==> config.mk <==
export PLATFORM = sky130hd
export DESIGN_NAME = tss_fifo
export DESIGN_NICKNAME = d
export VERILOG_FILES = /design/src/sv/tss_pkg.sv /design/src/sv/tss_fifo.sv
export SDC_FILE = /design/constraint.sdc
export NUM_CORES = 1
export LEC_CHECK = 0
export ABC_CLOCK_PERIOD_IN_PS = 2000
export BUFFER_PORTS_ARGS = -buffer_cell sky130_fd_sc_hd__buf_2
export CORE_MARGIN = 5
export CORE_UTILIZATION = 40
export DETAILED_ROUTE_END_ITERATION = 8
export HOLD_SLACK_MARGIN = 0.12
export SLEW_MARGIN = 20
export SYNTH_ARGS = -nofsm -noshare
export SYNTH_HDL_FRONTEND = slang
export SYNTH_SLANG_ARGS = --single-unit
==> constraint.sdc <==
create_clock -name clk -period 2 [get_ports clk]
set_input_delay 0 -clock clk [delete_from_list [all_inputs] [get_ports clk]]
set_output_delay 0 -clock clk [all_outputs]
set_load 0.01 [all_outputs]
==> src/sv/tss_pkg.sv <==
`timescale 1ns / 1ps
// shared types and constants for the tile sum image similarity block
package tss_pkg;

    localparam int MAX_TILES_X_DEF = 512;
    localparam int DIM_MAX         = 4096;
    localparam int REGION_MAX      = 256;
    localparam int EPOCH_W         = 8;
    localparam int FIFO_DEPTH      = 4;
    localparam int SUM_W           = 24;
    localparam int CNT_W           = 25;
    localparam int Q_W             = 17;

    localparam logic [CNT_W-1:0] CNT_MAX = {CNT_W{1'b1}};

    localparam logic [1:0] REG_WIDTH     = 2'd0;
    localparam logic [1:0] REG_HEIGHT    = 2'd1;
    localparam logic [1:0] REG_REGION    = 2'd2;
    localparam logic [1:0] REG_THRESHOLD = 2'd3;

    typedef struct packed {
        logic [7:0]  a;
        logic [7:0]  b;
        logic        start;
        logic [11:0] tile_col;
        logic        tile_end;
        logic        do_acc;
        logic        last;
        logic        err;
    } item_t;

    typedef struct packed {
        logic [SUM_W-1:0] threshold;
        logic [CNT_W-1:0] total;
    } cfg_t;

    typedef struct packed {
        logic             err;
        logic [CNT_W-1:0] count;
        logic [CNT_W-1:0] total;
        logic [CNT_W-1:0] kept;
    } div_req_t;

endpackage

==> src/sv/tss_fifo.sv <==
`timescale 1ns / 1ps
// short item queue between the front and back parts
module tss_fifo
(
    input  logic          clk,
    input  logic          rst_n,
    input  logic          wr_en,
    input  tss_pkg::item_t wr_item,
    output logic          full,
    input  logic          rd_en,
    output tss_pkg::item_t rd_item,
    output logic          empty
);
    import tss_pkg::*;

    localparam int PW = $clog2(FIFO_DEPTH);

    item_t         slot_reg [FIFO_DEPTH];
    logic [PW-1:0] wp_reg;
    logic [PW-1:0] rp_reg;
    logic [PW:0]   fill_reg;

    assign full    = fill_reg == (PW+1)'(FIFO_DEPTH);
    assign empty   = fill_reg == '0;
    assign rd_item = slot_reg[rp_reg];

    always_ff @(posedge clk)
    begin
        if (wr_en)
        begin
            slot_reg[wp_reg] <= wr_item;
        end
    end

    always_ff @(posedge clk or negedge rst_n)
    begin
        if (!rst_n)
        begin
            wp_reg   <= '0;
            rp_reg   <= '0;
            fill_reg <= '0;
        end
        else
        begin
            if (wr_en)
            begin
                wp_reg <= wp_reg + 1'b1;
            end
            if (rd_en)
            begin
                rp_reg <= rp_reg + 1'b1;
            end
            if (wr_en && !rd_en)
            begin
                fill_reg <= fill_reg + 1'b1;
            end
            else if (rd_en && !wr_en)
            begin
                fill_reg <= fill_reg - 1'b1;
            end
        end
    end

endmodule

---- Word-level counts from Yosys, hierarchy flattened ----
Memories as Yosys holds them, arrays and structs flattened.
Index checks and enable logic that the tools add are counted.
Widths: inputs -> output; s select.
word-level totals
  bits in registers ....................... 7
  bits in writable memories ............... 132
  bits of input ports ..................... 37
  output and inout port bits .............. 35
  word-level logic and storage cells ...... 19
  memories kept ........................... 1
operators by class
  add/sub/neg operators ................... 4
  eq/ne operators ......................... 1
  multiplexer cells ....................... 4
  reductions and logical operators ........ 6
memories
  memory    words  width  read ports  clocked after memory_dff  write ports  line            source
  slot_reg  4      33     1           0                         1            tss_fifo.sv:18  item_t slot_reg [FIFO_DEPTH];
operator list
  cell                 number
  $mux 3               2
  $add 2x1->2 const B  2
  $add 3x1->3 const B  1
  $eq 3x3->1 const B   1
  $logic_not 3->1      1
  $sub 3x1->3 const B  1
  $logic_and 1x1->1    2
  $logic_not 1->1      2
  $mux 1               2
  $reduce_bool 2->1    1

---- Longest topological paths before layout ----
  depth after elaboration ................. 4
  depth in mapped cells ................... 7
  mapped depth without buffers ............ 7

---- Worst setup path before layout ----
Ideal clock, no wire load.
  kind .................................... reg2reg
  from .................................... reg wp_reg[0]
  to ...................................... mem slot_reg[2][0] in the netlist's numbering (enable)
  setup time .............................. 393 ps
  arrival time ............................ 1427 ps
  slack ................................... 180 ps
  stages on the path, launching flop included .. 4
  buffers on the path ..................... 0
  clock period less this slack ............ 1820 ps
  cell sequence ........................... dfrtp_1 > inv_1 > ha_1 > and2_1
RTL lines
  item                    line            source
  from (decl)             tss_fifo.sv:19  logic [PW-1:0] wp_reg;
  from (signal assigned)  tss_fifo.sv:47  wp_reg <= wp_reg + 1'b1;
  to (decl)               tss_fifo.sv:18
Straight into the memory's write port.

==> results.toml <==
[outcome]
status = "complete, no violations"

[final_layout]
finish.utilization = 0.539
largest_reg_flops = 132
final_nets = 381
num_antenna_cells = 0
finalInstanceArea_um2 = 6830
layout-drive-gt1-share = 0.413
syn2layout_area_growth_pct = 31.2
final_cells = 523

[placed_design]
place_congestion = 0.652
place_ws_ns = 0.555
post_dp_cell_area_um2 = 5810
place_inst = 454
hpwl_um = 5830
port_buffers = 71

[synth]
synth_cell_types = 19
ys.flop_type = "edfxtp_1"
yosys-top-cells-count = "132 x edfxtp_1, 28 x mux4_2, 7 x dfrtp_1, 5 x ha_1, 5 x mux4_1"
synth_compound_area_frac = 0.000961
synth_top_family_by_area = "multiplexers"
post_synth_fa_ha_maj_area_fraction = 0.0159
synth_mux_area_frac = 0.148
syn-instance-count = 207
synth_xor_area_frac = 0.0101
synth-seq-cells = 139
async_flop_share = 0.0504
synth_most_common_cell = "edfxtp_1"
yosysTopAreaCell = "edfxtp_1"
yosys-top-cells-area = "edfxtp_1 76%, mux4_2 12%, dfrtp_1 3.4%"
synthSimpleGateAreaFrac = 0.00937
yosysWarnings = 0
synth-edff-count = 132
syn_area_um2 = 5210
avgSynthCellArea_um2 = 25.2
ys_seq_area_frac = 0.795
synth_top_cell_area_share = 0.761
syn-num-nets = 250

[grt]
antenna_found_initial = 0
grt_pass1_vias = 2753
grt.overflow.total = 0
grt_start_max_net_pins = 25
track_usage = 0.135
grt_pass1_wl_um = 14500

[cts]
clk_path_buf_depth = 2
cts_buffers = 17
cts.sinks = 139
cts_tree = "yes"
cts_root_buf = "clkbuf_16"
path_clk_slew_ns = 0.05
ctsHoldBuffers = 37
clk_latency_ns = 0.41
post_cts_buffers = 0
post_cts_resized = 0
htreeDepth = 4

[routing]
wl_per_cell_um = 18.1
vias = 2474
ant_nets = 0
via_per_inst = 4.73
drt_iter0_markers = 129
drcViolationCount = 0
wirelength_um = 9490
drt-pass1-iter-count = 5

[floorplan]
core_um2 = 12700
start_util = 0.411
fp.dieH_um = 124
num_rows = 41
pin_count = 72
die_area_um2 = 15400
die_x_um = 124

[timing]
setup_ws_ns = 0.223
final_hold_viol_count = 0
relSlewSlack = 0.755
worst_pin_slew_ns = 0.366
skew_ns = 0.00395
fin_setup_tns_ns = 0
finalCriticalPeriod_ns = 1.78
period_share = 0.888
rsz0062_at_grt = "no"
fmax_mhz = 563
slew_violations = 0
setup_violations = 0
holdWs_ns = 0.342

[pwr]
finalPower_mw = 10.1
powerDensity_nw_per_um2 = 1470
irDropWorstVdd_mv = 0.591
leakage_nw = 2.45

[flow_run]
max-cap-violations = 0

[setup_path]
critPathCaptureType = "output port"
cp_slowest_stage_delay_ns = 0.60
cp_top_family = "multiplexers"
crit_chain = "buf_12 -> mux4_1 -> buf_2"
cp_slowest_cell = "mux4_1"
critPathArrivalTime_ns = 1.78
required_ns = 2.00
path_class = "reg -> out"
crit_buf_inv = 2
critical_path.startpoint_type = "flop"
cp_max_fo = 24

[hold_path]
hp-class = "in -> reg"
report_power, final:
group	switching (mW)	internal (mW)	total (mW)
registers	0.177	3.83	4.00
clock network	1.08	2.31	3.40
logic	1.37	1.31	2.67
final timing paths:
check	cells after the start	slack (ns)	endpoint	from
min	2	0.34	slot_reg[0][12]	wr_item[12]
min reg2reg	1	0.50	fill_reg[2]	fill_reg[2]
max in group asynchronous	3	1.15	rp_reg[0]	rst_n
max	3	0.22	rd_item[28]	rp_reg[0]
max reg2reg	4	0.57	slot_reg[1][32]	wp_reg[1]
min in group asynchronous	3	0.56	fill_reg[2]	rst_n
placed cells by master (no fill, tap or decap):
master,synthesis,layout
nor3b_1,1,1
fa_1,1,1
and2_2,0,4
xnor2_1,2,2
buf_4,0,10
mux4_1,5,5
clkinv_2,0,1
nor3_1,1,1
mux4_2,28,28
clkbuf_16,0,17
dlygate4sd3_1,0,37
edfxtp_1,132,132
clkinv_1,0,5
buf_12,3,2
nor2_1,1,1
dfrtp_1,7,5
dfrtp_2,0,2
clkinvlp_4,0,2
nand2_1,2,2
ha_1,5,5
o21ai_0,1,1
buf_2,4,71
clkinv_4,0,1
inv_1,4,4
bufinv_16,0,6
xor2_1,4,4
mux2_2,1,1
layout make-up:
class / count / area [um2]
Clock buffer: 17 / 425
Clock inverter: 15 / 228
Fill cell: 995 / 5840
Inverter: 4 / 15.0
Multi-Input combinational cell: 56 / 967
Sequential cell: 139 / 4140
Tap cell: 172 / 215
Timing Repair Buffer: 120 / 841
cells by family (layout without fill, tap and decap cells):
family          count (synthesis)  count (layout)
flops                         139             139
mux                            34              34
fa+ha+maj                       6               6
buf+inv                        12             156
simple gates                    9               9
compound gates                  1               1
xor+xnor                        6               6
layer usage:
metal | global-route usage | vias up | part of all wire
met3 | 0.0468 | 14 | 0.044
li1 | - | 1130 | -
met1 | 0.156 | 1269 | 0.42
met5 | 0 | - | 0
met4 | 0.0589 | 0 | 0.019
met2 | 0.227 | 61 | 0.52
(Power assumes the default switching activity.)
