### src/sv/tss_pkg.sv
`timescale 1ns / 1ps
// shared types and constants for the tile sum image similarity block
package tss_pkg;

    localparam int MAX_TILES_X_DEF = 512;
    localparam int DIM_MAX         = 4096;
    localparam int REGION_MAX      = 256;
    localparam int EPOCH_W         = 8;
    localparam int FIFO_DEPTH      = 4;
    localparam int SUM_W           = 24;
    localparam int CNT_W           = 25;
    localparam int Q_W             = 17;

    localparam logic [CNT_W-1:0] CNT_MAX = {CNT_W{1'b1}};

    localparam logic [1:0] REG_WIDTH     = 2'd0;
    localparam logic [1:0] REG_HEIGHT    = 2'd1;
    localparam logic [1:0] REG_REGION    = 2'd2;
    localparam logic [1:0] REG_THRESHOLD = 2'd3;

    typedef struct packed {
        logic [7:0]  a;
        logic [7:0]  b;
        logic        start;
        logic [11:0] tile_col;
        logic        tile_end;
        logic        do_acc;
        logic        last;
        logic        err;
    } item_t;

    typedef struct packed {
        logic [SUM_W-1:0] threshold;
        logic [CNT_W-1:0] total;
    } cfg_t;

    typedef struct packed {
        logic             err;
        logic [CNT_W-1:0] count;
        logic [CNT_W-1:0] total;
        logic [CNT_W-1:0] kept;
    } div_req_t;

endpackage

### src/sv/tss_div.sv
`timescale 1ns / 1ps
// end of frame similarity divider and result register
module tss_div
(
    input  logic              clk,
    input  logic              rst_n,
    input  logic              start,
    input  tss_pkg::div_req_t req,
    output logic              ready,
    input  logic              pop,
    output logic              empty,
    output logic [24:0]       differing_tiles,
    output logic [24:0]       total_tiles,
    output logic [16:0]       similarity_q16,
    output logic              config_error
);
    import tss_pkg::*;

    logic             busy_reg;
    logic             valid_reg;
    logic [4:0]       step_reg;
    logic [CNT_W-1:0] rem_reg;
    logic [CNT_W-1:0] den_reg;
    logic [Q_W-1:0]   q_reg;
    logic [CNT_W-1:0] cnt_out_reg;
    logic [CNT_W-1:0] total_out_reg;
    logic             err_out_reg;

    logic [CNT_W:0]   trial;
    logic             ge;

    always_comb
    begin
        trial = (step_reg == '0) ? {1'b0, rem_reg} : {rem_reg, 1'b0};
        ge    = trial >= {1'b0, den_reg};
    end

    assign ready           = !busy_reg && !valid_reg;
    assign empty           = !valid_reg;
    assign differing_tiles = cnt_out_reg;
    assign total_tiles     = total_out_reg;
    assign similarity_q16  = q_reg;
    assign config_error    = err_out_reg;

    always_ff @(posedge clk or negedge rst_n)
    begin
        if (!rst_n)
        begin
            busy_reg  <= 1'b0;
            valid_reg <= 1'b0;
            step_reg  <= '0;
        end
        else
        begin
            if (start)
            begin
                cnt_out_reg   <= req.err ? '0 : req.count;
                total_out_reg <= req.err ? '0 : req.total;
                err_out_reg   <= req.err;
                q_reg         <= '0;
                rem_reg       <= req.kept;
                den_reg       <= req.total;
                step_reg      <= '0;
                busy_reg      <= !req.err;
                valid_reg     <= req.err;
            end
            else if (busy_reg)
            begin
                rem_reg  <= ge ? CNT_W'(trial - {1'b0, den_reg}) : trial[CNT_W-1:0];
                q_reg    <= {q_reg[Q_W-2:0], ge};
                step_reg <= step_reg + 1'b1;
                if (step_reg == 5'(Q_W - 1))
                begin
                    busy_reg  <= 1'b0;
                    valid_reg <= 1'b1;
                end
            end
            else if (pop && valid_reg)
            begin
                valid_reg <= 1'b0;
            end
        end
    end

endmodule

### config.mk
export PLATFORM = sky130hd
export DESIGN_NAME = tss_div
export DESIGN_NICKNAME = d
export VERILOG_FILES = /design/src/sv/tss_pkg.sv /design/src/sv/tss_div.sv
export SDC_FILE = /design/constraint.sdc
export NUM_CORES = 1
export LEC_CHECK = 0
export BUFFER_PORTS_ARGS = -buffer_cell sky130_fd_sc_hd__buf_4
export CAP_MARGIN = 20
export CORE_MARGIN = 2
export CORE_UTILIZATION = 45
export CTS_BUF_LIST = sky130_fd_sc_hd__clkbuf_8
export DETAILED_ROUTE_END_ITERATION = 12
export PLACE_DENSITY = 0.68
export SLEW_MARGIN = 20
export SYNTH_ARGS = -nofsm -noshare
export SYNTH_HDL_FRONTEND = slang
export SYNTH_SLANG_ARGS = --single-unit
### constraint.sdc
create_clock -name clk -period 6 [get_ports clk]
set_input_delay 0.3 -clock clk [delete_from_list [all_inputs] [get_ports clk]]
set_output_delay 0.3 -clock clk [all_outputs]
set_load 0.005 [all_outputs]
## Word-level counts from Yosys, hierarchy flattened

Index checks and enable logic that the tools add are counted.

| cells by class | value |
|---|---|
| $add $sub $neg | 2 |
| $mul | 0 |
| divide/modulo/power cells | 0 |
| $lt $le $gt $ge | 1 |
| equality and inequality tests | 2 |
| shift-type cells | 0 |
| multiplexer cells | 14 |
| bitwise gates (word level) | 0 |
| reduce and logical (&&, ||, !) cells | 11 |

Operators with widths:

| cell | number |
|---|---|
| 2-to-1 mux 25 bit | 3 |
| greater-or-equal comparator 26 x 25 -> 1 bit | 1 |
| 2-to-1 mux 26 bit | 1 |
| subtractor 25 bit | 1 |
| 2-to-1 mux 17 bit | 1 |
| 2-to-1 mux 5 bit | 2 |
| 2-to-1 mux 1 bit | 7 |
| AND reduction 2 bit | 3 |
| adder 5 x 1 -> 5 bit, second input constant | 1 |
| == test 5 bit, second input constant | 1 |
| logical NOT 5 bit | 1 |
| logical NOT 1 bit | 3 |
| != test 3 x 2 -> 1 bit, second input constant | 1 |
| nonzero test 3 bit | 1 |
| logical AND 1 bit | 2 |
| nonzero test 2 bit | 1 |

| storage, ports and cells | value |
|---|---|
| flip-flop bits (word level) | 125 |
| latch bits | 0 |
| bits in writable memories | 0 |
| bits in read-only memories | 0 |
| input port bits | 80 |
| logic and storage cells | 39 |
| memories | 0 |

## Longest topological paths before layout

Gate-level depths: netlist (run 1).

| depth | value |
|---|---|
| depth in word-level cells | 6 |
| mapped depth | 17 |
| mapped depth without buffers | 15 |

## Least setup slack after synthesis (run 1)

Ideal clock, no wire load.

| timing path | value |
|---|---|
| kind | reg-to-reg |
| start point | register step_reg[0] |
| end point | register rem_reg[10], data pin |
| setup time | 270 ps |
| arrival time | 3392 ps |
| data required time | 5730 ps |
| path slack | 2337 ps |
| cell stages (with the launch flop) | 18 |
| path buffers | 3 |
| path through | dfrtp_1 > inv_1 > ha_1 > nand2_1 > or2_1 > clkbuf_1 > mux2_2 > ha_1 > a21o_1 > a21o_4 > nand2b_4 > a31oi_4 > a21oi_2 > a31oi_4 > buf_6 > buf_12 > mux2i_1 > a21oi_1 |

| on the way | value |
|---|---|
| longest elaborated chain between the ends | 6 |
| elaborated cells between the ends (all ways) | 7 |
| classes of those cells | add/sub: 1; order compare: 1; mux: 4; reduce/logical: 1 |

RTL lines:

| element | RTL line | text |
|---|---|---|
| start: declaration | tss_div.sv:21 | `logic [4:0] step_reg;` |
| start signal: assignment | tss_div.sv:71 | `step_reg <= step_reg + 1'b1;` |
| logical NOT 5 bit (*) | tss_div.sv:34 | `trial = (step_reg == '0) ? {1'b0, rem_reg} : {rem_reg, 1'b0};` |
| 2-to-1 mux 26 bit (*) | tss_div.sv:34 |  |
| subtractor 25 bit or greater-or-equal comparator 26 x 25 -> 1 bit (tied branches) | tss_div.sv:69, tss_div.sv:35 |  |
| 2-to-1 mux 25 bit (*) | tss_div.sv:69 | `rem_reg <= ge ? CNT_W'(trial - {1'b0, den_reg}) : trial[CNT_W-1:0];` |
| 2-to-1 mux 25 bit (*) | tss_div.sv:67 | `else if (busy_reg)` |
| 2-to-1 mux 25 bit (*) | tss_div.sv:55 | `if (start)` |
| end signal: assignment | tss_div.sv:61 | `rem_reg <= req.kept;` |
| end signal: assignment | tss_div.sv:69 |  |
| end: declaration | tss_div.sv:22 | `logic [CNT_W-1:0] rem_reg;` |

Mark *: on every way between the ends. The rest lies on a longest branch, timed or not. The select of a mux whose other input is x is not followed.
A chain may end at the register's enable or synchronous reset.

## Final worst setup path (run 1)

| timing path | value |
|---|---|
| start point | register step_reg[0] |
| end point | register rem_reg[0], data pin |

Same word-level chain as after synthesis.

==> results of run 1 <==
==> through the flow <==
| step | power [mW] | instance area, sq um | util | setup WS, ns | hold slack (ns) |
|---|---|---|---|---|---|
| after global routing | 2.90 | 8400 | 0.576 | 0.845 | 0.00112 |
| after global placement | 1.99 | 8000 | 0.548 | 1.37 | 0.213 |
| after CTS | 2.75 | 8400 | 0.576 | 1.20 | 0.00156 |
| after detailed placement | 2.01 | 8000 | 0.548 | 1.23 | 0.218 |
| final | 2.74 | 8400 | 0.576 | 1.22 | 0.0360 |
| after floorplan | 1.79 | 6770 | - | 2.34 | 0.00441 |
==> logic make-up after synthesis <==
logic type | Yosys count | synth area share
AND/OR/NAND/NOR | 171 | 0.134
buffers and inverters | 56 | 0.0360
adder cells (fa/ha/maj) | 28 | 0.0529
multiplexers | 57 | 0.0889
flip-flops | 125 | 0.549
XOR/XNOR | 26 | 0.0336
AO/OA/AOI/OAI | 101 | 0.105
==> routing by layer <==
layer | up-vias | part of all wire | global-route usage
li1 | 2344 | - | -
met1 | 2291 | 0.44 | 0.242
met2 | 136 | 0.49 | 0.308
met3 | 21 | 0.044 | 0.0464
met4 | 0 | 0.018 | 0.0672
met5 | - | 0 | 0
==> cell usage after synthesis (4+ instances only) <==
cell type	number
dfrtp_1	7
xor2_1	10
edfxtp_1	118
xnor2_1	16
and2_1	5
mux2i_1	32
nor2_1	51
a2bb2oi_1	4
clkbuf_1	18
nand2_1	19
nor2b_1	53
o21ai_0	10
o21a_1	4
nand4_1	5
nor3_1	4
ha_1	27
a31oi_1	4
nand3_1	10
mux2_2	24
o211ai_1	5
inv_1	31
a21o_1	7
nand2b_1	6
a21oi_1	39
and3_1	4
==> worst max-delay path by stage <==
stage | endpoint | cells after the start | startpoint
after global placement | rem_reg[0]$_DFFE_PP_ | 14 | step_reg[0]$_DFFE_PN0N_
after CTS | rem_reg[0]$_DFFE_PP_ | 14 | step_reg[0]$_DFFE_PN0N_
after floorplan | rem_reg[10]$_DFFE_PP_ | 17 | step_reg[0]$_DFFE_PN0N_
final | rem_reg[0]$_DFFE_PP_ | 14 | step_reg[0]$_DFFE_PN0N_
after global routing | rem_reg[0]$_DFFE_PP_ | 13 | step_reg[0]$_DFFE_PN0N_
after detailed placement | rem_reg[0]$_DFFE_PP_ | 14 | step_reg[0]$_DFFE_PN0N_
==> timing repair <==
item	CTS	global route
hold buffers	1	0
resized for setup	0	0
endpoints found under the hold margin	7	0
buffers inserted	0	0
==> worst max-delay path, stage by stage (launching register included) <==
cell	delay (ns)
dfrtp_1	0.41
inv_1	0.06
ha_1	0.23
nand2_1	0.08
or2_1	0.77
mux2_2	0.43
ha_1	0.35
and2b_1	0.21
nor3_2	0.18
o21ai_4	0.12
a31oi_4	0.26
a21oi_2	0.12
a31oi_4	0.84
mux2i_1	0.16
mux2_2	0.29
==> cell usage in the layout, fill, tap and decap left out, types with 4 or more instances in the layout <==
master	count
a2bb2oi_1	4
and3_1	4
a31oi_1	4
dfrtp_1	6
mux2i_1	32
edfxtp_1	118
inv_1	34
clkbuf_8	17
mux2_2	24
nor3_1	4
nand4_1	5
o211ai_1	5
clkinv_2	4
nand3_1	10
and2_1	4
a21o_1	7
buf_4	150
nand2b_1	6
a21oi_1	39
nor2b_1	53
o21ai_0	10
nor2_1	51
nand2_1	19
xor2_1	10
ha_1	27
xnor2_1	16
==> power by group through the flow <==
stage               clock network [mW]  logic [mW]  registers, mW
global placement                     0       0.884           1.11
finish                           0.735       0.911           1.09
CTS                              0.754       0.908           1.09
detailed placement                   0       0.901           1.11
floorplan                            0       0.690           1.10
global route                     0.789        1.01           1.10
==> area by class of cell <==
type                       instances  area, sq um
clock buffer                      17          234
clock inverter                    15          158
fill                            1235         6180
inverter                          31          116
multi-input combinational        383         2810
sequential                       125         3720
tap                              184          230
timing repair buffer             151         1140
==> flow_metrics.tcl, run 1 <==
set metrics [dict create \
    setup_viol 0 \
    nets 817 \
    irDropWorstVdd_uv 171 \
    fmax_mhz 209 \
    path_clk_slew_ns 0.08 \
    syn_avg_cell_area_sq_um 12.0 \
    slew_violations 0 \
    yosys_most_used_dff "edfxtp_1" \
    cts_root_buf "clkbuf_8" \
    hold_class "input pin to flip-flop" \
    gr-total-overflow 0 \
    r2r-start "step_reg[0]$_DFFE_PN0N_" \
    coreArea_sq_mm 0.0146 \
    p_leak_nw 3.42 \
    worstHoldStart "req[44]" \
    drc 0 \
    path_class "flip-flop to flip-flop" \
    hpwl_um 10300 \
    grt_max_degree 77 \
    synth.distinct_cells 60 \
    power.switching_mw 0.854 \
    grt_pass1_wl_um 23800 \
    crit_path_end_kind "flip-flop" \
    p_clk_frac 0.268 \
    final_hold_viol_count 0 \
    p_sw_frac 0.312 \
    diodes 0 \
    worst_slew_pin_slew_ns 1.08 \
    p_per_area_mw_per_mm2 326 \
    maxSlewHeadroom 0.281 \
    fin_tns_setup_ns 0 \
    comb_power_share 0.333 \
    clk_latency_ns 0.45 \
    stdcell_count 906 \
    grt_pass1_vias 4688 \
    numPortBuffers 149 \
    grt_antenna_before_repair 0 \
    die_w_um 127 \
    holdPathStages 1 \
    gp_congestion 0.900 \
    viasPerCell 5.29 \
    synth_cells 564 \
    syn_area_sq_mm 0.00677 \
    period_share 0.797 \
    synth_area_leaders "edfxtp_1 52%, ha_1 5.0%, nor2b_1 4.9%" \
    rr_worst_depth 14 \
    start_util 0.464 \
    clock_path_buffers 2 \
    pin_count 150 \
    synthesis.nets 672 \
    skew_ns 0.0127 \
    drive_gt1_frac 0.303 \
    yosysTopAreaCell "edfxtp_1" \
    die_area_sq_mm 0.0160 \
    tritoncts "built" \
    synth-edff-count 118 \
    route.final.wire_length_um 14600 \
    min_period_ns 4.78 \
    cp.arrival_ns 4.98 \
    maxCapViolations 0 \
    yosysSeqAreaShare 0.549 \
    yosysWarnings 0 \
    ys_ff_latch 125 \
    area_growth_pct 24.2 \
    worst-path-max-fanout 31 \
    wl_per_cell_um 16.1 \
    async_flop_share 0.0560 \
    vias 4792 \
    status "complete, no violations" \
    first_iter_violations 223 \
    numCtsBuffers 17 \
    reg2reg_to "rem_reg[0]$_DFFE_PP_" \
    hold_end "den_reg[19]$_DFFE_PP_" \
    num_rows 44 \
    synth_top_area_frac 0.523 \
    r2r_setup_slack_ns 1.22 \
    clock_sinks 125 \
    cell_internal_pwr_mw 1.88 \
    htree_levels 4 \
    grt_use_total 0.187 \
    seq_power_share 0.399 \
    rsz0062_at_grt "no" \
    dp.cells 873 \
    ant_nets 0 \
    cp.required_ns 6.19 \
    dr.pass1.iters 8 \
    cp-start-kind "flip-flop" \
    die-height_um 127 \
]
(Power assumes the default switching activity.)
==> run 2, diff against run 1 <==
- ABC_AREA: default -> 1
- PLACE_DENSITY: 0.68 -> 0.7
- clock period: 6 -> 4.35 ns (I/O delays scaled with it)
==> run 2 against run 1 <==
  * Sequential share of layout area fell by 5.0 points
  * First-iteration DRC count grew 62%
  * Maximum frequency rose by 38%
  * Non-clock buffer count rose by 30
  * Combinational power rose by 45%
  * Area after synthesis rose by 11%
  * Critical path depth grew 4
  * Flip-flop and latch count is the same
  * Die area increased by 10%
  * Critical path type unchanged
  * Highest routed layer unchanged
==> flow_metrics.tcl, run 2 <==
set metrics [dict create \
    period_share 0.797 \
    gr-total-overflow 0 \
    synth_top_area_frac 0.473 \
    mostFrequentLayoutCells "284 x nand2_1, 239 x inv_1, 155 x buf_4" \
    cp-start-kind "flip-flop" \
    final_hold_viol_count 0 \
    post_cts_resize_count 0 \
    wl_per_cell_um 12.7 \
    synth-edff-count 118 \
    yosysWarnings 0 \
    rsz0062_at_grt "no" \
    postCtsSetupBuffers 0 \
    slew_violations 0 \
    final_util 0.577 \
    stdcell_count 1371 \
    synthMostInstantiatedCell "nand2_1" \
    pin_count 150 \
    cp.arrival_ns 3.66 \
    drc 0 \
    worst-path-max-fanout 50 \
    numPortBuffers 149 \
    holdWs_ns 0.0376 \
    vias 6364 \
    hold_buffers 26 \
    min_period_ns 3.47 \
    syn_area_sq_mm 0.00749 \
    path_clk_slew_ns 0.08 \
    die_w_um 133 \
    cts_root_buf "clkbuf_8" \
    htree_levels 4 \
    place_ws_ns 0.901 \
    status "complete, no violations" \
    cp.required_ns 4.54 \
    path_class "flip-flop to flip-flop" \
    yosysTopAreaCell "edfxtp_1" \
    grt_max_degree 54 \
    synth_area_leaders "edfxtp_1 47%, nand2_1 14%, inv_1 12%" \
    hpwl_um 12600 \
    fmax_mhz 288 \
    gp_congestion 0.943 \
    final_common_cell "nand2_1" \
    setup_viol 0 \
    yosys_most_used_dff "edfxtp_1" \
    clock_path_buffers 2 \
    grt_pass1_wl_um 29400 \
    hold_class "input pin to flip-flop" \
    clock_sinks 125 \
    start_util 0.457 \
    ant_nets 0 \
    synth.distinct_cells 26 \
    multi_input_comb_area_sq_mm 0.00275 \
    worst_slack_ns 0.882 \
    dr.pass1.iters 7 \
    clk_latency_ns 0.45 \
    area_growth_pct 26.3 \
    syn_avg_cell_area_sq_um 7.77 \
    yosysSeqAreaShare 0.496 \
    maxSlewHeadroom 0.320 \
    maxCapViolations 0 \
    num_rows 47 \
    nets 1246 \
    netlist_top_cells_count "284 x nand2_1, 240 x inv_1, 118 x edfxtp_1" \
    route.final.wire_length_um 17400 \
    crit_path_end_kind "flip-flop" \
    ys_ff_latch 125 \
    numCtsBuffers 17 \
    p_per_area_mw_per_mm2 403 \
    fin_tns_setup_ns 0 \
    regArea_sq_mm 0.00372 \
    first_iter_violations 362 \
    die_area_sq_mm 0.0177 \
    die-height_um 133 \
    skew_ns 0.0119 \
    synthesis.nets 1072 \
    async_flop_share 0.0560 \
    synth_cells 964 \
    tritoncts "built" \
    worst_slew_pin_slew_ns 1.02 \
    dp.cells 1313 \
    grt_use_total 0.207 \
    irDropWorstVdd_uv 258 \
    n_fill_cell 1523 \
    drive_gt1_frac 0.172 \
    grt_antenna_before_repair 0 \
    viasPerCell 4.64 \
    grt_pass1_vias 6316 \
    coreArea_sq_mm 0.0164 \
    diodes 0 \
    p_leak_nw 4.84 \
]
==> run 2: cell type report <==
| cell class | instances | share of cell area |
|---|---|---|
| inverter | 241 | 0.0958 |
| tap | 220 | 0.0291 |
| multi-input combinational | 572 | 0.290 |
| timing repair buffer | 181 | 0.151 |
| clock buffer | 18 | 0.0262 |
| clock inverter | 14 | 0.0151 |
| sequential | 125 | 0.393 |
==> run 2: path summary, 6_finish.rpt <==
kind | cells past startpoint | slack [ns] | to | start
min reg2reg | 1 | 0.50 | step_reg[4]$_DFFE_PN0N_ | step_reg[4]$_DFFE_PN0N_
max | 18 | 0.88 | rem_reg[10]$_DFFE_PP_ | step_reg[0]$_DFFE_PN0N_
min | 3 | 0.04 | rem_reg[3]$_DFFE_PP_ | req[3]
min in group asynchronous | 2 | 0.21 | step_reg[1]$_DFFE_PN0N_ | rst_n
max in group asynchronous | 2 | 3.89 | step_reg[4]$_DFFE_PN0N_ | rst_n
max reg2reg | 18 | 0.88 | rem_reg[10]$_DFFE_PP_ | step_reg[0]$_DFFE_PN0N_
==> run 2: metrics by stage <==
step           power, mW  area (sq um)
5_1_grt             4.10          9460
4_1_cts             3.84          9460
3_5_place_dp        2.80          8810
2_1_floorplan       2.44          7490
6_report            3.82          9460
3_3_place_gp        2.78          8810
==> run 2: where the power goes <==
| part | leakage (nW) | switching, mW | internal [mW] |
|---|---|---|---|
| sequential | 1.19 | 0.0408 | 1.45 |
| combinational | 3.46 | 0.809 | 0.508 |
| clock | 0.195 | 0.490 | 0.523 |
| total | 4.84 | 1.34 | 2.48 |
==> run 2: per-layer routing <==
layer	vias to the layer above	part of all wire	track usage
met2	183	0.47	0.337
met1	2837	0.45	0.264
met4	0	0.013	0.0693
met3	17	0.072	0.0651
met5	-	0	0
li1	3327	-	-
==> run 2: critical path: stages (launching register included) <==
cell and delay, ns:
dfrtp_1 0.35, inv_1 0.08, ha_1 0.24, nand3_2 0.08
buf_4 0.39, nand2_1 0.08, o21ai_0 0.12, inv_1 0.12
fa_1 0.45, inv_1 0.13, nand3_1 0.09, nand3_1 0.14
nand2_1 0.10, nand2_2 0.10, nand2_4 0.15, nand2_4 0.32
nand2_1 0.09, nand3_1 0.08, nand2_1 0.08
==> run 2: logic make-up after synthesis <==
family,share of synthesized area
AOI/OAI and AO/OA,0.0501
xor gates and xnor gates,0.0152
adders and majority gates,0.0478
buffers and inverters,0.137
DFF,0.496
and+or+nand+nor,0.253
