File: config.mk
export PLATFORM = sky130hd
export DESIGN_NAME = tss_front
export DESIGN_NICKNAME = d
export VERILOG_FILES = /design/src/sv/tss_pkg.sv /design/src/sv/tss_front.sv
export SDC_FILE = /design/constraint.sdc
export NUM_CORES = 1
export LEC_CHECK = 0
export BUFFER_PORTS_ARGS = -buffer_cell sky130_fd_sc_hd__buf_2
export CORE_UTILIZATION = 25
export CTS_CLUSTER_DIAMETER = 120
export DETAILED_ROUTE_END_ITERATION = 10
export MAX_ROUTING_LAYER = met4
export PLACE_DENSITY = 0.47
export SETUP_SLACK_MARGIN = 0.02
export SYNTH_ARGS = -nofsm -noshare
export SYNTH_HDL_FRONTEND = slang
export SYNTH_SLANG_ARGS = --single-unit
File: constraint.sdc
create_clock -name clk -period 14.3 [get_ports clk]
set_input_delay 2.145 -clock clk [delete_from_list [all_inputs] [get_ports clk]]
set_output_delay 2.145 -clock clk [all_outputs]
set_load 0.02 [all_outputs]
File: src/sv/tss_pkg.sv
`timescale 1ns / 1ps
// shared types and constants for the tile sum image similarity block
package tss_pkg;

    localparam int MAX_TILES_X_DEF = 512;
    localparam int DIM_MAX         = 4096;
    localparam int REGION_MAX      = 256;
    localparam int EPOCH_W         = 8;
    localparam int FIFO_DEPTH      = 4;
    localparam int SUM_W           = 24;
    localparam int CNT_W           = 25;
    localparam int Q_W             = 17;

    localparam logic [CNT_W-1:0] CNT_MAX = {CNT_W{1'b1}};

    localparam logic [1:0] REG_WIDTH     = 2'd0;
    localparam logic [1:0] REG_HEIGHT    = 2'd1;
    localparam logic [1:0] REG_REGION    = 2'd2;
    localparam logic [1:0] REG_THRESHOLD = 2'd3;

    typedef struct packed {
        logic [7:0]  a;
        logic [7:0]  b;
        logic        start;
        logic [11:0] tile_col;
        logic        tile_end;
        logic        do_acc;
        logic        last;
        logic        err;
    } item_t;

    typedef struct packed {
        logic [SUM_W-1:0] threshold;
        logic [CNT_W-1:0] total;
    } cfg_t;

    typedef struct packed {
        logic             err;
        logic [CNT_W-1:0] count;
        logic [CNT_W-1:0] total;
        logic [CNT_W-1:0] kept;
    } div_req_t;

endpackage

File: src/sv/tss_front.sv
`timescale 1ns / 1ps
// front part: config registers, tile count setup, raster position and item classification
module tss_front
#(
    parameter int MAX_TILES_X = tss_pkg::MAX_TILES_X_DEF
)
(
    input  logic           clk,
    input  logic           rst_n,
    input  logic           cfg_write,
    input  logic [1:0]     cfg_index,
    input  logic [23:0]    cfg_data,
    input  logic           push,
    input  logic [7:0]     pixel_a,
    input  logic [7:0]     pixel_b,
    input  logic           frame_start,
    input  logic           fifo_full,
    input  logic           sweeping,
    output logic           full,
    output logic           item_wr,
    output tss_pkg::item_t item,
    output tss_pkg::cfg_t  cfg
);
    import tss_pkg::*;

    localparam logic [1:0] CALC_IDLE = 2'd0;
    localparam logic [1:0] CALC_LOAD = 2'd1;
    localparam logic [1:0] CALC_DIV  = 2'd2;
    localparam logic [1:0] CALC_MUL  = 2'd3;

    logic [12:0] fw_reg;
    logic [12:0] fh_reg;
    logic [8:0]  rs_reg;
    logic [23:0] thr_reg;

    logic [1:0]  calc_state_reg;
    logic        phase_y_reg;
    logic [3:0]  bit_cnt_reg;
    logic [12:0] num_reg;
    logic [8:0]  rem_reg;
    logic [12:0] q_reg;
    logic [12:0] tx_reg;
    logic [12:0] ty_reg;
    logic [CNT_W-1:0] total_reg;
    logic        err_reg;

    logic [11:0] col_reg;
    logic [11:0] row_reg;
    logic [7:0]  cwt_reg;
    logic [7:0]  rwt_reg;
    logic [11:0] tc_reg;

    logic [12:0] w;
    logic [12:0] h;
    logic [8:0]  r;
    logic [9:0]  trial;
    logic        ge;
    logic [8:0]  rem_next;
    logic [12:0] q_next;

    logic [11:0] cur_col;
    logic [11:0] cur_row;
    logic [7:0]  cur_cwt;
    logic [7:0]  cur_rwt;
    logic [11:0] cur_tc;
    logic        last_col;
    logic        last_row;
    logic        tce;
    logic        tre;
    logic        accept;

    // clamped geometry
    always_comb
    begin
        w = (fw_reg == '0) ? 13'd1 : (fw_reg > 13'(DIM_MAX)) ? 13'(DIM_MAX) : fw_reg;
        h = (fh_reg == '0) ? 13'd1 : (fh_reg > 13'(DIM_MAX)) ? 13'(DIM_MAX) : fh_reg;
        r = (rs_reg == '0) ? 9'd1 : (rs_reg > 9'(REGION_MAX)) ? 9'(REGION_MAX) : rs_reg;
    end

    // one quotient bit per cycle for the ceiling divisions
    always_comb
    begin
        trial    = {rem_reg, num_reg[12]};
        ge       = trial >= {1'b0, r};
        rem_next = ge ? 9'(trial - {1'b0, r}) : trial[8:0];
        q_next   = {q_reg[11:0], ge};
    end

    always_ff @(posedge clk or negedge rst_n)
    begin
        if (!rst_n)
        begin
            fw_reg         <= 13'd640;
            fh_reg         <= 13'd480;
            rs_reg         <= 9'd8;
            thr_reg        <= '0;
            calc_state_reg <= CALC_LOAD;
            phase_y_reg    <= 1'b0;
            bit_cnt_reg    <= '0;
            err_reg        <= 1'b0;
        end
        else
        begin
            if (cfg_write)
            begin
                case (cfg_index)
                    REG_WIDTH:     fw_reg  <= cfg_data[12:0];
                    REG_HEIGHT:    fh_reg  <= cfg_data[12:0];
                    REG_REGION:    rs_reg  <= cfg_data[8:0];
                    REG_THRESHOLD: thr_reg <= cfg_data;
                    default:       thr_reg <= thr_reg;
                endcase
                calc_state_reg <= CALC_LOAD;
                phase_y_reg    <= 1'b0;
            end
            else
            begin
                case (calc_state_reg)
                    CALC_LOAD:
                    begin
                        num_reg        <= phase_y_reg ? 13'(h + {4'b0, r} - 13'd1)
                                                      : 13'(w + {4'b0, r} - 13'd1);
                        rem_reg        <= '0;
                        q_reg          <= '0;
                        bit_cnt_reg    <= '0;
                        calc_state_reg <= CALC_DIV;
                    end
                    CALC_DIV:
                    begin
                        rem_reg     <= rem_next;
                        q_reg       <= q_next;
                        num_reg     <= {num_reg[11:0], 1'b0};
                        bit_cnt_reg <= bit_cnt_reg + 1'b1;
                        if (bit_cnt_reg == 4'd12)
                        begin
                            if (phase_y_reg)
                            begin
                                ty_reg         <= q_next;
                                calc_state_reg <= CALC_MUL;
                            end
                            else
                            begin
                                tx_reg         <= q_next;
                                phase_y_reg    <= 1'b1;
                                calc_state_reg <= CALC_LOAD;
                            end
                        end
                    end
                    CALC_MUL:
                    begin
                        total_reg      <= CNT_W'(tx_reg * ty_reg);
                        err_reg        <= tx_reg > 13'(MAX_TILES_X);
                        phase_y_reg    <= 1'b0;
                        calc_state_reg <= CALC_IDLE;
                    end
                    default:
                    begin
                        calc_state_reg <= CALC_IDLE;
                    end
                endcase
            end
        end
    end

    assign full   = fifo_full || sweeping || (calc_state_reg != CALC_IDLE);
    assign accept = push && !full;

    // raster position of this beat
    always_comb
    begin
        cur_col  = frame_start ? '0 : col_reg;
        cur_row  = frame_start ? '0 : row_reg;
        cur_cwt  = frame_start ? '0 : cwt_reg;
        cur_rwt  = frame_start ? '0 : rwt_reg;
        cur_tc   = frame_start ? '0 : tc_reg;
        last_col = {1'b0, cur_col} >= 13'(w - 13'd1);
        last_row = {1'b0, cur_row} >= 13'(h - 13'd1);
        tce      = last_col || ({1'b0, cur_cwt} >= 9'(r - 9'd1));
        tre      = last_row || ({1'b0, cur_rwt} >= 9'(r - 9'd1));
    end

    always_comb
    begin
        item.a        = pixel_a;
        item.b        = pixel_b;
        item.start    = frame_start;
        item.tile_col = cur_tc;
        item.tile_end = tce && tre;
        item.do_acc   = !err_reg && ({1'b0, cur_tc} < 13'(MAX_TILES_X));
        item.last     = last_col && last_row;
        item.err      = err_reg;
    end

    assign item_wr       = accept;
    assign cfg.threshold = thr_reg;
    assign cfg.total     = total_reg;

    always_ff @(posedge clk or negedge rst_n)
    begin
        if (!rst_n)
        begin
            col_reg <= '0;
            row_reg <= '0;
            cwt_reg <= '0;
            rwt_reg <= '0;
            tc_reg  <= '0;
        end
        else if (accept)
        begin
            if (last_col)
            begin
                col_reg <= '0;
                cwt_reg <= '0;
                tc_reg  <= '0;
                if (last_row)
                begin
                    row_reg <= '0;
                    rwt_reg <= '0;
                end
                else
                begin
                    row_reg <= cur_row + 1'b1;
                    rwt_reg <= tre ? '0 : cur_rwt + 1'b1;
                end
            end
            else
            begin
                col_reg <= cur_col + 1'b1;
                row_reg <= cur_row;
                rwt_reg <= cur_rwt;
                if (tce)
                begin
                    cwt_reg <= '0;
                    tc_reg  <= cur_tc + 1'b1;
                end
                else
                begin
                    cwt_reg <= cur_cwt + 1'b1;
                    tc_reg  <= cur_tc;
                end
            end
        end
    end

endmodule

=== Word level (Yosys, flattened, before mapping) ===
Cells that the tools add are included.

* Logic and storage cells: 116
* Flip-flop bits (word level): 204
* Output and inout bits: 84

* Equality and inequality tests: 8
* Bitwise gates (word level): 2
* Add/sub/neg operators: 14
* Multipliers: 1
* Magnitude comparators: 10
* Reduce and logical (&&, ||, !) cells: 28
* Muxes and demuxes: 34

{| class="wikitable"
|+ Operator list
! cell !! number
|-
| 12-bit 2-to-1 mux || 8
|-
| 13-bit 2-to-1 mux || 5
|-
| 8-bit 2-to-1 mux || 7
|-
| 13-bit by 1-bit subtractor with 13-bit output (second input constant) || 4
|-
| 12-bit by 1-bit adder with 12-bit output (second input constant) || 3
|-
| 9-bit 2-to-1 mux || 3
|-
| 13-bit by 9-bit adder with 13-bit output || 2
|-
| 12-bit by 13-bit >= comparator with 1-bit output || 2
|-
| 13-bit greater-than comparator (second input constant) || 2
|-
| 13-bit zero test || 2
|-
| 13-bit case mux with 2 select lines || 1
|-
| 13-bit by 13-bit multiplier with 25-bit output || 1
|-
| 12-bit case mux with 2 select lines || 1
|-
| 8-bit by 9-bit >= comparator with 1-bit output || 2
|-
| 9-bit case mux with 2 select lines || 1
|-
| 8-bit by 1-bit adder with 8-bit output (second input constant) || 2
|-
| 2-bit AND reduction || 7
|-
| 13-bit by 10-bit greater-than comparator with 1-bit output (second input constant) || 1
|-
| 12-bit by 10-bit < comparator with 1-bit output (second input constant) || 1
|-
| 10-bit by 9-bit >= comparator with 1-bit output || 1
|-
| 5-bit AND reduction || 2
|-
| 9-bit greater-than comparator (second input constant) || 1
|-
| 9-bit zero test || 1
|-
| 9-bit by 1-bit subtractor with 9-bit output (second input constant) || 1
|-
| 19 further kinds || 36
|}

=== Longest topological paths before layout ===
Gate-level depths: netlist (run 1).

* Depth after elaboration: 9
* Gate-level depth with buffers: 20

=== Worst setup path after synthesis (run 1) ===
No wires, ideal clock.

* Path type: in2out
* Start: input port frame_start
* End: output port item[1] in the netlist's numbering
* Path slack: 7083 ps
* Stages on the path: 13
* Data required time: 12155 ps
* Path buffers: 5
* Arrival time: 5072 ps
* Cell sequence: clkbuf_1 clkbuf_1 clkbuf_1 clkbuf_1 nor2b_1 ha_1 o21a_1 o21ai_0 nor2_1 a211oi_2 or2_2 buf_2 nor3_1

{| class="wikitable"
|+ RTL lines
! element !! RTL line !! text
|-
| from (decl) || tss_front.sv:16 || <nowiki>input logic frame_start,</nowiki>
|-
| to (decl) || tss_front.sv:21 || <nowiki>output tss_pkg::item_t item,</nowiki>
|}

==> impl_metrics.tcl, run 1 <==
set metrics [dict create \
    status "finished, final reports clean" \
    finalSetupTns_ns 0 \
    p_per_area_mw_per_mm2 104 \
    syn_nets 2254 \
    ir_drop_mv 0.0870 \
    synth_area_mm2 0.0182 \
    cts_buffer_depth 3 \
    detail_route.wl_per_cell_um 15.2 \
    crit_fanout 59 \
    largest_reg_flops 25 \
    cts_setup_buffers 0 \
    insertion_delay_ns 0.59 \
    wirelength_mm 44.5 \
    cp_data_arrival_time_ns 5.42 \
    hp-class "reg2reg" \
    crit_slowest_cell "buf_4" \
    cp-end-kind "output pin" \
    n_antenna_cell 0 \
    cts_resized 0 \
    synthFlopType "dfrtp_1" \
    r2r_setup_slack_ns 7.78 \
    start_util_pct 25.3 \
    cp.required_ns 12.15 \
    ys_ff_latch 204 \
    drive_above_1_share_pct 12.6 \
    drt_iter0_markers 582 \
    die_w_um 272 \
    hold_viol 0 \
    crit_buf_inv 3 \
    crit_chain "buf_2 -> buf_4 -> nor2b_1 -> ha_1 -> a21o_1 -> a2111oi_0 -> nor2_1 -> a211oi_2 -> or2_2 -> nor3_1 -> buf_2" \
    rows 98 \
    ant_nets 0 \
    p_leak_nw 9.28 \
    layout.nets 2306 \
    numPlacedInstances 2877 \
    htree_levels 1 \
    grt_overflow_total 0 \
    synth_edf_count 85 \
    fin_ws_ns 6.73 \
    syn_area_per_cell_um2 9.54 \
    route.detailed.drc 0 \
    final_util_pct 28.6 \
    report.final.slew_viol_count 0 \
    grt_pass1_wl_mm 73.3 \
    critPathKind "in2out" \
    maxSlewHeadroom_pct 19.7 \
    area_delta_synth_final_pct 12.8 \
    vias 13300 \
    fmax_mhz 132 \
    dp_hpwl_mm 33.6 \
    worstMarginPinSlew_ns 1.20 \
    hold_buffers 0 \
    cpPeakStageDelay_ns 0.62 \
    grt_pass1_vias 13700 \
    cp-start-kind "input port" \
    grt_max_degree 72 \
    synthCells 1905 \
    cts_tree "done" \
    die_h_um 272 \
    async_flop_share_pct 58.3 \
    ys_warn_count 0 \
    finalNonFillerCells 2929 \
    rsz0062_at_grt "no" \
    cts_sinks 204 \
    antenna_found_initial 0 \
    yosysUniqueCellTypes 79 \
    pre_cts_slack_ns 6.75 \
    min_period_ns 7.57 \
    synth-seq-area-share_pct 30.5 \
    top_level_ports 133 \
    port_buffers 100 \
    gp_congestion 0.846 \
    first_pass_iters 5 \
    setup_viol_count_final 0 \
    clock_skew_ns 0.0314 \
    path_delay_family "buffers and inverters" \
    core_mm2 0.0717 \
    die_area_mm2 0.0738 \
    cpMostUsedCell "buf_2" \
    cts-root-buf "clkbuf_16" \
    track_usage_pct 12.5 \
    clkSlewWorstSetupHoldPaths_ns 0.06 \
    drv_cap 0 \
    cts_buffers 28 \
    fin_crit_sh_pct 52.9 \
    viasPerCell 4.55 \
]
path summary, 6_finish.rpt:
check	from	to	cells after the start
worst max-delay path	frame_start	item[1]	11
worst min-delay path	q_reg[11]	ty_reg[12]	0
worst max register to register	tx_reg[6]	total_reg[24]	19
worst min register to register	q_reg[11]	ty_reg[12]	0
max in group asynchronous	rst_n	thr_reg[11]	3
min in group asynchronous	rst_n	row_reg[3]	2
final cells by class:
| type | instances | area, µm² |
|---|---|---|
| Sequential cell | 204 | 5540 |
| Inverter | 250 | 938 |
| Fill cell | 7546 | 51200 |
| Multi-Input combinational cell | 1363 | 11300 |
| Clock buffer | 38 | 798 |
| Tap cell | 950 | 1190 |
| Clock inverter | 14 | 174 |
| Timing Repair Buffer | 110 | 578 |
stage by stage:
stage | hold WS (ns) | instance area (µm²) | total power [W]
CTS | 0.465 | 20500 | 0.00216
detailed placement | 0.451 | 19500 | 0.00141
global route | 0.484 | 20500 | 0.00227
floorplan | 0.421 | 18200 | 0.00122
global placement | 0.440 | 19500 | 0.00139
finish | 0.456 | 20500 | 0.00212
routing by layer:
layer | global-route usage [%] | share of wire [%]
met1 | 15.8 | 47
met2 | 20.8 | 48
met3 | 1.58 | 2.8
met4 | 3.61 | 2.6
met5 | - | 0
logic make-up (layout without fill, tap and decap cells):
kind of cell | Yosys count | count (layout) | synth area share (%)
and+or+nand+nor | 629 | 629 | 17.9
buffers and inverters | 338 | 412 | 7.56
adders and majority gates | 300 | 300 | 25.7
AOI/OAI and AO/OA | 297 | 297 | 10.8
DFF | 204 | 204 | 30.5
muxes | 75 | 75 | 4.55
xor gates and xnor gates | 62 | 62 | 2.99
report_power, final:
group | total (W) | switching (W) | internal [W]
clock network | 0.000730 | 0.000298 | 0.000432
logic | 0.000664 | 0.000378 | 0.000286
registers | 0.000727 | 0.0000536 | 0.000674
total | 0.00212 | 0.000729 | 0.00139
Yosys cell counts, types with 58 or more instances:
cell type | n | area (µm²)
and2_1 | 94 | 588
o21ai_0 | 88 | 440
nor2_1 | 88 | 330
nor2b_1 | 58 | 363
mux2_2 | 61 | 687
edfxtp_1 | 85 | 2550
inv_1 | 248 | 931
ha_1 | 177 | 2210
clkbuf_1 | 59 | 221
dfrtp_1 | 111 | 2780
fa_1 | 123 | 2460
nand2_1 | 179 | 672
worst reg2reg max path, cell delays in order, from the launching register on:
cell and delay [ns]:
edfxtp_1 0.63, and2_1 0.29, fa_1 0.53, inv_1 0.05
fa_1 0.53, inv_1 0.07, fa_1 0.47, fa_1 0.49
inv_1 0.05, fa_1 0.52, inv_1 0.04, ha_1 0.35
a21oi_1 0.15, o211ai_1 0.22, o2111ai_1 0.37, a31oi_1 0.20
nor4_1 0.67, o31ai_1 0.23, and4_1 0.26, nor3_1 0.20
placed cells by master (no fill, tap or decap), types with 6 or more instances in the layout:
master and count:
inv_1 248, nand2_1 179, ha_1 177, fa_1 123, dfrtp_1 111, buf_2 99, and2_1 94, o21ai_0 88
nor2_1 88, edfxtp_1 85, mux2_2 61, nor2b_1 58, a21oi_1 47, nand3_1 47, nand2b_1 46, xnor2_1 42
nor3_1 37, clkbuf_16 28, a21o_1 24, xor2_1 20, o21a_1 19, a211oi_1 17, o31ai_1 16, mux2i_1 14
nor4_1 12, nand4_1 12, buf_4 11, a31oi_1 10, and3_1 10, a21boi_0 9, dfstp_2 8, a311oi_1 7
or2_2 6, o21bai_1 6, a22o_1 6, clkbuf_8 6
Note: power is estimated with default switching activity, not from simulation.
==> run 2: changes to the inputs <==
- clock period: 14.3 -> 7.1 ns (I/O delays scaled with it)
==> run 2 against run 1 <==
Clock-buffer cell count up 2; core utilization is 0.058 points higher; critical endpoint is now total_reg[24]; largest power group unchanged; cell count about the same; combinational power up 99%; die area did not move.
==> impl_metrics.tcl, run 2 (synthesized netlist as in run 1, its figures left out) <==
set metrics [dict create \
    status "finished, final reports clean" \
    final_common_cell "inv_1" \
    cp-start-kind "register" \
    gp_congestion 0.836 \
    finalNonFillerCells 2930 \
    antenna_found_initial 1 \
    worstMarginPinSlew_ns 1.21 \
    seq_area_mm2 0.00554 \
    finalSetupTns_ns 0 \
    cts_sinks 204 \
    maxSlewHeadroom_pct 19.2 \
    grt_pass1_wl_mm 72.8 \
    vias 13400 \
    cp_data_arrival_time_ns 6.69 \
    cpMostUsedCell "fa_1" \
    clkSlewWorstSetupHoldPaths_ns 0.06 \
    crit_fanout 14 \
    fin_crit_sh_pct 88.5 \
    first_pass_iters 5 \
    p_leak_nw 9.31 \
    track_usage_pct 12.4 \
    layout.nets 2307 \
    critPathKind "reg2reg" \
    rr_worst_depth 19 \
    hold_buffers 0 \
    crit_buf_inv 4 \
    grt_overflow_total 0 \
    dp_hpwl_mm 33.6 \
    worstReg2RegEnd "total_reg[24]" \
    cts_resized 0 \
    drt_iter0_markers 609 \
    numPlacedInstances 2878 \
    multiInputGateArea_mm2 0.0113 \
    n_antenna_cell 0 \
    hp-class "in2async" \
    grt_pass1_vias 13600 \
    htree_levels 1 \
    cp.required_ns 7.51 \
    report.final.slew_viol_count 0 \
    cts_buffer_depth 3 \
    die_area_mm2 0.0738 \
    layout_common_cells "inv_1, nand2_1, ha_1, fa_1, dfrtp_1" \
    setup_viol_count_final 0 \
    ir_drop_mv 0.211 \
    cp-end-kind "register" \
    die_h_um 272 \
    insertion_delay_ns 0.60 \
    rr_startpoint "tx_reg[8]" \
    area_delta_synth_final_pct 13.0 \
    min_period_ns 6.28 \
    port_buffers 100 \
    drive_above_1_share_pct 12.6 \
    r2r_setup_slack_ns 0.82 \
    start_util_pct 25.3 \
    core_mm2 0.0717 \
    fmax_mhz 159 \
    fillers 7591 \
    largest_reg_flops 25 \
    path_delay_family "adder cells" \
    wirelength_mm 44.3 \
    clock_skew_ns 0.0559 \
    cts_buffers 28 \
    cts_setup_buffers 0 \
    ant_nets 0 \
    top_level_ports 133 \
    rsz0062_at_grt "no" \
    grt_max_degree 51 \
    cts-root-buf "clkbuf_16" \
    crit_chain "and2_1 -> fa_1 -> inv_1 -> fa_1 -> inv_1 -> fa_1 -> fa_1 -> inv_1 -> fa_1 -> inv_1 -> ha_1 -> a21oi_1 -> o211ai_1 -> o2111ai_1 -> a31oi_1 -> nor4_1 -> o31ai_1 -> and4_1 -> nor3_1" \
    detail_route.wl_per_cell_um 15.1 \
    hold_viol 0 \
    die_w_um 272 \
    route.detailed.drc 0 \
    viasPerCell 4.57 \
    drv_cap 0 \
    cts_tree "done" \
    crit_slowest_cell "edfxtp_1" \
    cpPeakStageDelay_ns 0.62 \
    rows 98 \
    p_per_area_mw_per_mm2 210 \
]
run 2: changes by cell type in the layout (fill, tap and decap cells not counted), sizes merged:
cell | previous run | this run
clkinvlp | 4 | 1
inv | 251 | 248
buf | 110 | 111
bufinv | 2 | 3
clkbuf | 38 | 40
clkinv | 7 | 10
run 2: where the power goes:
| part | total (W) | internal [W] | switching, W |
|---|---|---|---|
| Sequential | 0.00146 | 0.00136 | 0.000108 |
| Clock | 0.00152 | 0.000930 | 0.000593 |
| Combinational | 0.00132 | 0.000573 | 0.000750 |
run 2: worst max path at each step:
| stage | start | end | slack [ns] | cells past startpoint |
|---|---|---|---|---|
| global route | tx_reg[6] | total_reg[24] | 0.35 | 19 |
| CTS | tx_reg[6] | total_reg[24] | 0.75 | 19 |
| global placement | tx_reg[6] | total_reg[24] | 0.84 | 19 |
| detailed placement | tx_reg[6] | total_reg[24] | 0.77 | 19 |
| finish | tx_reg[8] | total_reg[24] | 0.82 | 19 |
| floorplan | tx_reg[6] | total_reg[24] | 1.64 | 20 |
run 2: routing by layer:
layer / GRT usage [%] / vias to the layer above / routed length (µm)
met5: - / - / 0
met4: 3.67 / 0 / 1250
met3: 1.40 / 69 / 1440
met2: 20.3 / 235 / 21100
met1: 16.1 / 6588 / 20500
li1: - / 6505 / -
run 2: through the flow:
stage	area, µm²	hold slack [ns]	power [W]	util (%)	worst slack [ns]
6_report	20500	0.412	0.00431	28.6	0.816
5_1_grt	20500	0.417	0.00460	28.6	0.349
4_1_cts	20500	0.399	0.00439	28.6	0.752
3_5_place_dp	19500	0.443	0.00282	27.2	0.772
3_3_place_gp	19500	0.442	0.00279	27.2	0.835
2_1_floorplan	18200	0.421	0.00246	-	1.64
run 2: area by class of cell:
class / instances / area share [%]
flip-flops and latches: 204 / 27.0
inverters: 250 / 4.57
clock buffers: 40 / 4.08
well taps: 950 / 5.79
repair buffers: 111 / 2.85
multi-input cells: 1363 / 54.9
clock inverters: 12 / 0.823
==> run 3: changes to the inputs <==
- PLACE_DENSITY: 0.47 -> 0.48
- clock period: 7.1 -> 5.65 ns (I/O delays scaled with it)
==> run 3 against run 2 <==
Via count rose by 2.0%; sequential share of layout area down 1.3 points; register-to-register slack lost 0.68 ns; critical path type unchanged; hold slack got worse by 0.14 ns; power grew 28%; fmax increased by 14%; clock skew down 0.034 ns; largest cell class unchanged; sequential cell count stayed put; core utilization up 1.4 points; sequential power increased by 26%; first-iteration DRC count fell by 15%.
==> impl_metrics.tcl, run 3 (synthesized netlist as in run 1, its figures left out) <==
set metrics [dict create \
    status "finished, final reports clean" \
    htree_levels 1 \
    multiInputGateArea_mm2 0.0115 \
    cp-start-kind "register" \
    wirelength_mm 44.8 \
    grt_max_degree 50 \
    crit_buf_inv 5 \
    p_per_area_mw_per_mm2 256 \
    ir_drop_mv 0.235 \
    start_util_pct 25.3 \
    grt_overflow_total 0 \
    fin_crit_sh_pct 97.5 \
    drt_iter0_markers 518 \
    layout_common_cells "inv_1, nand2_1, ha_1, fa_1, dfrtp_1" \
    stdcell_area_mm2 0.0215 \
    power.share.sequential_pct 33.4 \
    crit_slowest_cell "fa_1" \
    hold_viol 0 \
    ant_nets 0 \
    placed_cell_area_mm2 0.0201 \
    gp_congestion 0.885 \
    rsz0062_at_grt "yes" \
    p_sw_w 0.00181 \
    dp_hpwl_mm 34.1 \
    cp_data_arrival_time_ns 5.92 \
    cp-end-kind "register" \
    route.detailed.drc 0 \
    die_h_um 272 \
    antenna_found_initial 0 \
    maxSlewHeadroom_pct 24.3 \
    clkSlewWorstSetupHoldPaths_ns 0.06 \
    crit_fanout 5 \
    r2r_setup_slack_ns 0.14 \
    fmax_mhz 181 \
    path_delay_family "adder cells" \
    first_pass_iters 5 \
    cts_buffers 27 \
    n_antenna_cell 0 \
    vias 13700 \
    track_usage_pct 12.5 \
    p_leak_nw 9.77 \
    min_period_ns 5.51 \
    clkPwrFrac_pct 36.1 \
    final_common_cell "inv_1" \
    pwr-share-comb_pct 30.5 \
    cts_buffer_depth 3 \
    crit_chain "and2_4 -> fa_1 -> inv_2 -> fa_1 -> inv_1 -> fa_1 -> fa_1 -> inv_2 -> fa_1 -> inv_2 -> ha_4 -> a21oi_2 -> o211ai_1 -> o2111ai_4 -> a31oi_4 -> nor4_4 -> o31ai_4 -> buf_6 -> and4_1 -> nor3_1" \
    die_area_mm2 0.0738 \
    viasPerCell 4.53 \
    clock_skew_ns 0.0223 \
    grt_pass1_wl_mm 73.4 \
    largest_reg_flops 25 \
    drv_cap 0 \
    report.final.slew_viol_count 0 \
    final_util_pct 30.0 \
    area_delta_synth_final_pct 18.5 \
    seq_area_mm2 0.00554 \
    critPathKind "reg2reg" \
    cpMostUsedCell "fa_1" \
    top_level_ports 133 \
    p_total_w 0.00550 \
    timing.hold.ws_ns 0.277 \
    worstMarginPinSlew_ns 1.13 \
    hp-class "in2async" \
    power.internal_w 0.00369 \
    grt_pass1_vias 13700 \
    sw_frac_of_total_pct 33.0 \
    core_mm2 0.0717 \
    detail_route.wl_per_cell_um 14.8 \
    drive_above_1_share_pct 18.3 \
    port_buffers 100 \
    die_w_um 272 \
    cpPeakStageDelay_ns 0.54 \
    cts-root-buf "clkbuf_16" \
    setup_viol_count_final 0 \
    fillers 7495 \
    cp.required_ns 6.06 \
    insertion_delay_ns 0.58 \
    finalSetupTns_ns 0 \
    layout.nets 2394 \
    cts_sinks 204 \
    rows 98 \
    cts_tree "done" \
    hold_buffers 0 \
]
## run 3: changes by cell type in the layout (fill, tap and decap cells not counted), moves of 4 or more
cell / change
ha_4: +8
ha_1: -10
buf_4: +80
bufinv_16: +4
and2_4: +5
and2_1: -5
buf_6: +6
a21oi_2: +6
inv_1: -6
clkbuf_8: -5
inv_2: +6
a21oi_1: -6
## run 3: power groups by stage
stage               registers [W]  clock network (W)  logic [W]
global placement          0.00186                  0    0.00165
floorplan                 0.00186                  0    0.00123
global route              0.00186            0.00211    0.00190
detailed placement        0.00186                  0    0.00169
finish                    0.00184            0.00199    0.00168
CTS                       0.00184            0.00207    0.00170
## run 3: timing repair
action | 4_1_cts | 5_1_grt
pin swaps | 16 | 25
resized for setup | 20 | 36
setup buffers | 11 | 11
endpoints found under the setup margin | 7 | 9
## run 3: metrics by stage
step / std cells / setup WS, ns
after global routing: 3016 / -0.120
after CTS: 3006 / 0.0000355
after detailed placement: 2946 / -0.397
final: 3016 / 0.139
after global placement: 2946 / -0.371
after floorplan: 1905 / 0.194
## run 3: final cells by class
type,count,share of cell area [%]
clock buffer,32,3.42
clock inverter,18,1.38
inverter,250,4.36
multi-input combinational,1363,53.6
sequential,204,25.7
tap,950,5.52
timing repair buffer,199,6.01
## run 3: path summary, 6_finish.rpt
| check | start | to | depth (start not counted) |
|---|---|---|---|
| setup / recovery | ty_reg[3] | total_reg[24] | 20 |
| hold / removal | rst_n | row_reg[11] | 1 |
| setup reg to reg | ty_reg[3] | total_reg[24] | 20 |
| hold reg to reg | cwt_reg[7] | cwt_reg[7] | 2 |
| max in group asynchronous | rst_n | fw_reg[7] | 2 |
| min in group clk | cwt_reg[7] | cwt_reg[7] | 2 |
## run 3: metal layers
metal	track usage, %	vias up	wire length (µm)
met5	-	-	0
met4	2.45	0	766
met3	1.64	52	1430
met2	20.9	190	22000
met1	16.0	6736	20600
li1	-	6690	-
